`src/rtl/core/stinv_pkg.sv`:
```
package stinv_pkg;

  // component and datapath widths
  localparam int NCOMP   = 9;
  localparam int COMP_W  = 32;
  localparam int IN_W    = NCOMP * COMP_W;
  localparam int D_W     = COMP_W + 3;       // doubled tensor terms and their differences
  localparam int OP_W    = COMP_W + 2;       // squarer operand (magnitude)
  localparam int SQ_W    = 2 * OP_W;         // square and radicand width
  localparam int GRP_W   = SQ_W + 2;         // sum of three squares
  localparam int TOT_W   = SQ_W + 4;         // weighted total before scaling
  localparam int ROOT_W  = OP_W;
  localparam int REM_W   = OP_W + 2;
  localparam int VAL_W   = 48;
  localparam int PU_W    = 35;               // biased negated trace
  localparam int PROD_W  = 2 * PU_W;
  localparam int PQ_W    = PROD_W - 36;      // quotient bits

  // floor(u/3) = (u * RECIP_3) >> 36, exact for u < 2**35
  localparam int RECIP_SHIFT = 36;
  localparam logic [PU_W-1:0] RECIP_3      = 35'd22906492246;
  localparam logic signed [PU_W:0] PRES_BIAS = 36'sd25769803776; // 3 * 2**33
  localparam logic signed [PU_W:0] PRES_UNBIAS = 36'sd8589934592; // 2**33

  // field kinds
  localparam logic [2:0] KIND_SCALAR = 3'd0;
  localparam logic [2:0] KIND_VECTOR = 3'd1;
  localparam logic [2:0] KIND_SYM3D  = 3'd2;
  localparam logic [2:0] KIND_SYM2D  = 3'd3;
  localparam logic [2:0] KIND_FULL3D = 3'd4;

  // result selects
  localparam logic [1:0] SEL_COMP = 2'd0;
  localparam logic [1:0] SEL_MAG  = 2'd1;
  localparam logic [1:0] SEL_VM   = 2'd2;
  localparam logic [1:0] SEL_PRES = 2'd3;

  // status codes
  localparam logic [1:0] ST_OK    = 2'd0;
  localparam logic [1:0] ST_BADINV = 2'd1;
  localparam logic [1:0] ST_RANGE = 2'd2;

  // register indexes
  localparam logic [2:0] REG_FIELD_KIND  = 3'd0;
  localparam logic [2:0] REG_RESULT_SEL  = 3'd1;
  localparam logic [2:0] REG_COMP_PICK   = 3'd2;
  localparam logic [2:0] REG_VEC_WIDTH   = 3'd3;
  localparam logic [2:0] REG_ENABLES     = 3'd4;

  typedef struct packed {
    logic [2:0] kind;
    logic [1:0] sel;
    logic [3:0] pick;
    logic [3:0] vwidth;
    logic [2:0] enables;
  } cfg_t;

  typedef struct packed {
    logic             use_root;
    logic [VAL_W-1:0] value;
    logic [1:0]       status;
    logic             last;
  } side_t;

  typedef struct packed {
    logic [NCOMP-1:0][OP_W-1:0] ops;
    logic                       vm;
    logic                       pres;
    logic [PU_W-1:0]            pu;
    side_t                      side;
  } front_t;

endpackage

```
`src/rtl/core/stinv_sqrt.sv`:
```
module stinv_sqrt (
  input  logic                       clk,
  input  logic                       rst,
  input  logic                       en,
  input  logic                       in_valid,
  input  logic [stinv_pkg::SQ_W-1:0] rad_in,
  input  stinv_pkg::side_t           in_side,
  output logic                       out_valid,
  output logic [stinv_pkg::VAL_W-1:0] value,
  output logic [1:0]                 status,
  output logic                       last
);

  localparam int N = stinv_pkg::ROOT_W;

  logic                          vld  [N+1];
  logic [stinv_pkg::SQ_W-1:0]    rad  [N+1];
  logic [stinv_pkg::REM_W-1:0]   rem  [N+1];
  logic [stinv_pkg::ROOT_W-1:0]  root [N+1];
  stinv_pkg::side_t              side [N+1];

  assign vld[0]  = in_valid;
  assign rad[0]  = rad_in;
  assign rem[0]  = '0;
  assign root[0] = '0;
  assign side[0] = in_side;

  // one root bit per stage, restoring digit recurrence
  for (genvar k = 0; k < N; k++) begin : g_stage
    logic [stinv_pkg::REM_W-1:0] rem_sh, trial;
    logic                        take;

    always_comb begin
      rem_sh = {rem[k][stinv_pkg::OP_W-1:0], rad[k][stinv_pkg::SQ_W-1 -: 2]};
      trial  = {root[k], 2'b01};
      take   = (rem_sh >= trial);
    end

    always_ff @(posedge clk) begin
      if (en) begin
        rad[k+1]  <= rad[k] << 2;
        rem[k+1]  <= take ? (rem_sh - trial) : rem_sh;
        root[k+1] <= {root[k][stinv_pkg::ROOT_W-2:0], take};
        side[k+1] <= side[k];
      end
    end

    always_ff @(posedge clk) begin
      if (rst) begin
        vld[k+1] <= 1'b0;
      end else if (en) begin
        vld[k+1] <= vld[k];
      end
    end
  end

  assign out_valid = vld[N];
  assign value     = side[N].use_root ? stinv_pkg::VAL_W'(root[N]) : side[N].value;
  assign status    = side[N].status;
  assign last      = side[N].last;

endmodule

```
`config.mk`:
```
export PLATFORM = sky130hd
export DESIGN_NAME = stinv_sqrt
export DESIGN_NICKNAME = d
export VERILOG_FILES = /design/src/rtl/core/stinv_pkg.sv /design/src/rtl/core/stinv_sqrt.sv
export SDC_FILE = /design/constraint.sdc
export NUM_CORES = 2
export LEC_CHECK = 0
export BUFFER_PORTS_ARGS = -buffer_cell sky130_fd_sc_hd__buf_4
export CORE_MARGIN = 2
export CORE_UTILIZATION = 40
export CTS_CLUSTER_DIAMETER = 100
export CTS_CLUSTER_SIZE = 14
export DETAILED_ROUTE_END_ITERATION = 10
export PLACE_DENSITY_LB_ADDON = 0.15
export SETUP_SLACK_MARGIN = 0.4
export SYNTH_ARGS = -nofsm -noshare
export SYNTH_HDL_FRONTEND = slang
export SYNTH_SLANG_ARGS = --single-unit
```
`constraint.sdc`:
```
create_clock -name clk -period 4.7 [get_ports clk]
set_input_delay 1.175 -clock clk [delete_from_list [all_inputs] [get_ports clk]]
set_output_delay 1.175 -clock clk [all_outputs]
set_load 0.01 [all_outputs]
```
## Yosys cells after proc, flatten, opt, wreduce, memory -nomap -nowiden

Cells that the tools add are included.

| cells by class | value |
|---|---|
| div/mod/pow operators | 0 |
| multipliers | 0 |
| reduce and logical (&&, ||, !) cells | 0 |
| shift-type cells | 0 |
| add/subtract/negate cells | 33 |
| order comparisons | 34 |
| bitwise gates (word level) | 0 |
| multiplexer cells | 34 |
| equal/unequal tests | 0 |

Operator list:

| cell | number |
|---|---|
| 34-bit 2-to-1 mux | 32 |
| 48-bit 2-to-1 mux | 1 |
| 36-bit by 10-bit >= comparator with 1-bit output | 1 |
| 36-bit by 11-bit >= comparator with 1-bit output | 1 |
| 36-bit by 12-bit >= comparator with 1-bit output | 1 |
| 36-bit by 13-bit >= comparator with 1-bit output | 1 |
| 36-bit by 14-bit >= comparator with 1-bit output | 1 |
| 36-bit by 15-bit >= comparator with 1-bit output | 1 |
| 36-bit by 16-bit >= comparator with 1-bit output | 1 |
| 36-bit by 17-bit >= comparator with 1-bit output | 1 |
| 36-bit by 18-bit >= comparator with 1-bit output | 1 |
| 36-bit by 19-bit >= comparator with 1-bit output | 1 |
| 36-bit by 20-bit >= comparator with 1-bit output | 1 |
| 36-bit by 21-bit >= comparator with 1-bit output | 1 |
| 36-bit by 22-bit >= comparator with 1-bit output | 1 |
| 36-bit by 23-bit >= comparator with 1-bit output | 1 |
| 36-bit by 24-bit >= comparator with 1-bit output | 1 |
| 36-bit by 25-bit >= comparator with 1-bit output | 1 |
| 36-bit by 26-bit >= comparator with 1-bit output | 1 |
| 36-bit by 27-bit >= comparator with 1-bit output | 1 |
| 36-bit by 28-bit >= comparator with 1-bit output | 1 |
| 36-bit by 29-bit >= comparator with 1-bit output | 1 |
| 36-bit by 3-bit >= comparator with 1-bit output | 1 |
| 36-bit by 30-bit >= comparator with 1-bit output | 1 |
| other kinds (46) | 46 |

| storage, ports and cells | value |
|---|---|
| bits of input ports | 124 |
| register bits after elaboration | 4,610 |
| memories kept | 0 |
| latch bits | 0 |
| memory bits (read-only) | 0 |
| RAM bits | 0 |

## Logic depth before layout (Yosys ltp)

| logic depth | value |
|---|---|
| depth after elaboration | 2 |
| mapped depth | 15 |

## Worst setup path before layout

No wires, ideal clock.

| timing path | value |
|---|---|
| path type | flip-flop to flip-flop |
| from | register rem (netlist bit g_stage[32].rem_sh[2]) |
| to | register rem (netlist bit g_stage[33].rem_sh[27]), data pin |
| cell stages (with the launch flop) | 13 |
| path slack | 1.156 ns |
| library setup time | 0.260 ns |
| data arrival time | 3.284 ns |
| clock period less this slack | 3.544 ns |
| required time | 4.440 ns |
| path through | edfxtp_1 > ha_1 > nor2b_1 > o31a_1 > o31ai_1 > nand2_1 > a31oi_1 > o21ai_1 > a31o_2 > or4_1 > o211ai_2 > buf_6 > mux2_2 |

| between the ends | value |
|---|---|
| longest elaborated chain between the ends | 2 |
| elaborated cells on any way between the ends | 3 |
| those cells by class | add/sub (1); order compare (1); mux (1) |

RTL lines:

| item | RTL line | text |
|---|---|---|
| start: declaration | stinv_sqrt.sv:18 | `logic [stinv_pkg::REM_W-1:0] rem [N+1];` |
| start signal: indexed assignment | stinv_sqrt.sv:42 | `rem[k+1] <= take ? (rem_sh - trial) : rem_sh;` |
| 34-bit subtractor / 36-bit by 34-bit >= comparator with 1-bit output (equally long branches) | stinv_sqrt.sv:42, stinv_sqrt.sv:36 |  |
| 34-bit 2-to-1 mux * | stinv_sqrt.sv:42 |  |

Mark *: on every way between the ends. The rest lies on a longest branch, timed or not.
A chain may end at the register's enable or synchronous reset.

## Worst setup path in the final report

| timing path | value |
|---|---|
| from | register rem (netlist bit g_stage[29].rem_sh[2]) |
| to | register rem (netlist bit g_stage[30].rem_sh[31]), data pin |

| between the ends | value |
|---|---|
| longest elaborated chain between the ends | 2 |
| elaborated cells on any way between the ends | 3 |
| those cells by class | add/sub (1); order compare (1); mux (1) |

RTL lines:

| item | RTL line |
|---|---|
| 34-bit by 31-bit subtractor with 34-bit output / 36-bit by 31-bit >= comparator with 1-bit output (equally long branches) | stinv_sqrt.sv:42, stinv_sqrt.sv:36 |
| 34-bit 2-to-1 mux * | stinv_sqrt.sv:42 |

Marks and branches as above.

==> results by group <==
Run status
  • Result of the run: finished clean

STA
  • RSZ-0062 raised after global routing: false
  • Tightest slew margin relative to the limit: 0.143
  • Slew of the pin with the lowest slew margin: 1270 ps
  • Final number of setup-violating endpoints: 0
  • Setup Total Neg Slack: 0 ps
  • Worst clock skew: 52.2 ps
  • Total count of hold-check failures in the final report: 0
  • Max Fclk: 246 MHz
  • Tcrit/Tclk final: 0.866
  • Worst hold margin: 365 ps
  • Minimum clock period: 4070 ps
  • Max-slew violation count: 0

Drt
  • Antenna-violating nets left: 0
  • Ratio of routed vias to standard cells: 5.03
  • DRC: 0
  • Drt total wl: around 360,000 microns
  • Number of detailed-routing iterations run before antenna repair: 6
  • Average wire per standard cell: 19.5 microns
  • Detailed-route via count: 93.3k
  • Number of design-rule violations left by the first detailed-router iteration: around 6.8k

Critical path
  • Critical path's largest stage delay: 640 ps
  • Required @ worst endpoint: approximately 5400 ps
  • Arrival time at the worst endpoint: 4770 ps
  • Largest fanout on the critical path: 4
  • Worst reg2reg path depth: 11
  • Setup crit end kind: flop
  • Cell with the largest stage delay on the worst path: a211oi_1
  • Worst setup path category: flop to flop
  • Crit path launch type: flop
  • Most frequent cell on the critical path: o21ai_0
  • CP Cell Sequence: ha_1, o21ai_0, a211oi_1, o221a_2, a31oi_1, a311o_1, o21ai_0, nor3_1, o31ai_1, xor2_1, mux2_2

Worst hold path
  • Min-delay worst type: primary input to flop
  • Number of instances on the worst hold path: 1

Run
  • Max-cap check violation count: 0

Global route
  • First-pass GRT wire length: 560,000 microns
  • Total routing usage reported by global routing: 0.153
  • Initial antenna violation count: 8
  • Via count of the first global-routing pass: ~95k
  • Largest net degree at the start of global routing: 124
  • Total overflow reported by the global router: 0

Floorplanning
  • Die span in y: 682 microns
  • Num ports: 176
  • Starting density of the core: 0.401
  • Floorplan Core Area: approximately 460,000 sq um
  • Core Rows: 249
  • Total Die Area: 465,000 sq um
  • Die boundary width: around 680 microns

Power and ir drop
  • Power density over cell area: 479 nW/um^2
  • Worst ir drop on vdd: 321 uV
  • Leakage power: 74.8 nW

Synth
  • Seq/Total Area, Yosys: 0.748
  • Cell variety after synth: 95
  • Number of enable-type register cells in the synthesized netlist: 4,556
  • Synthesized area: approximately 180,000 sq um
  • Yosys Warn Count: 0
  • Flops & latches, synth: 4,590
  • Number of standard cells after synthesis: 11.8k
  • Synthesized netlist net count: 12.5k
  • Leading register cell type out of synthesis: edfxtp_1
  • Fraction of synthesis flops using an asynchronous set or reset pin: 0
  • Synthesized area per cell: roughly 16 sq um

Layout
  • Nets: around 13k
  • Most frequent cells in the layout: edfxtp_1 (4,556), inv_1 (811), a21oi_1 (687), nor2_1 (684), ha_1 (631)
  • Leading cell type in the layout, fill and taps excluded: edfxtp_1
  • Area grow syn2layout: 11.2%
  • Layout cells sized above 1: 0.0850

Clock network
  • Clock Pin Slew Worst Setup and Hold Paths: around 70 ps
  • H-tree lvl count: 5
  • TritonCTS clock tree: yes
  • Quantity of hold-fixing buffers added after cts: 0
  • Post-CTS setup buffers: 0
  • Buffer type at the clock tree root: clkbuf_16
  • Largest buffer count on any clock path: 4
  • Num Clock Sinks: about 4.6k
  • Total clock buffers created by CTS: 368
  • Skew-Pair Late Insertion Delay: 980 ps

Placed design
  • Post-detail-place hpwl: 252,000 microns
  • Buffers on Ports: ~180
  • Final GP Congestion: 0.891
## Yosys cell counts (43+ instances only)
master	number	area (sq um)
clkbuf_1	146	548
mux2i_1	43	430
a211oi_1	45	338
or3_1	94	588
a21oi_1	690	3450
nand2_1	579	2170
nand3_1	161	806
xor2_1	439	3840
a21o_1	297	2230
a31oi_1	54	338
mux2_2	162	1820
nor2_1	684	2570
nor3_1	217	1090
nand4_1	114	713
nand2b_1	109	682
or2_2	50	313
o21a_1	94	706
o21bai_1	61	458
or4_1	47	353
edfxtp_1	4556	137000
nor4_1	123	769
xnor2_1	486	4260
nor2b_1	107	669
ha_1	631	7900
inv_1	811	3040
and3_1	44	275
o21ai_0	430	2150
## per-layer routing
metal / wire (microns) / up-vias / GRT usage
met3: 11700 / 619 / 0.0181
li1: - / 45100 / -
met1: 158000 / 46000 / 0.199
met5: 0 / - / 0
met4: 12200 / 0 / 0.0507
met2: 180000 / 1582 / 0.265
## final cells by class
type | count | area [sq um]
repair buffers | 378 | 3590
clock inverters | 33 | 594
diodes | 4 | 10.0
clock buffers | 387 | 9370
inverters | 817 | 3070
multi-input cells | 6195 | 42800
flip-flops and latches | 4590 | 137000
well taps | 6149 | 7690
fillers | 40100 | 254000
## kinds of logic (layout without fill, tap and decap cells)
group / count (synthesis) / count (layout) / synth area share
buf+inv: 1005 / 1615 / 0.0208
mux: 206 / 206 / 0.0123
compound gates: 1972 / 1972 / 0.0668
other cells: 1 / 5 / 0.0000204
flops: 4590 / 4590 / 0.748
simple gates: 2460 / 2460 / 0.0656
xor+xnor: 925 / 925 / 0.0440
fa+ha+maj: 631 / 631 / 0.0429
## state kept, by name, indices dropped and copies added, names as in the netlist
name	cells
side	1765
out_valid	1
vld	33
g_stage.rem_sh	1137
rad	1056
status	2
root	34
last	1
g_stage.trial	561
## worst max-delay path: cells and delay by family (launching register included)
family / cells / cell delay [ps]
mux: 1 / 270
simple gates: 1 / 110
fa+ha+maj: 1 / 370
flops: 1 / 400
xor+xnor: 1 / 100
compound gates: 7 / 2600
## worst paths after layout
kind                                             from                      to  slack, ps
worst min register to register              side[891]               side[839]        390
worst min-delay path                       rad_in[57]               rad[2303]        370
worst max-delay path            g_stage[29].rem_sh[2]  g_stage[30].rem_sh[31]        630
worst max register to register  g_stage[29].rem_sh[2]  g_stage[30].rem_sh[31]        630
## power breakdown
| part | internal, W | total, W | switching [W] |
|---|---|---|---|
| Clock | 0.0143 | 0.0280 | 0.0137 |
| Combinational | 0.00720 | 0.0171 | 0.00987 |
| Sequential | 0.0504 | 0.0529 | 0.00252 |
## what timing repair did
action / CTS / global route
gates resized for setup: 2 / 14
endpoints found under the setup margin: 21 / 33
hold endpoints to repair: 0 / 0
## per-stage QoR
| stage | std cells | setup WS, ps | instance area (sq um) | util | power (W) |
|---|---|---|---|---|---|
| 2_1_floorplan | 11800 | 1160 | 184000 | - | 0.0646 |
| 3_3_place_gp | 18100 | 269 | 195000 | 0.424 | 0.0708 |
| 3_5_place_dp | 18100 | 91.6 | 195000 | 0.424 | 0.0709 |
| 4_1_cts | 18500 | 436 | 205000 | 0.446 | 0.0996 |
| 5_1_grt | 18600 | 407 | 205000 | 0.446 | 0.103 |
| 6_report | 18600 | 629 | 205000 | 0.446 | 0.0980 |
No activity file was read; power rests on OpenSTA's default activity.
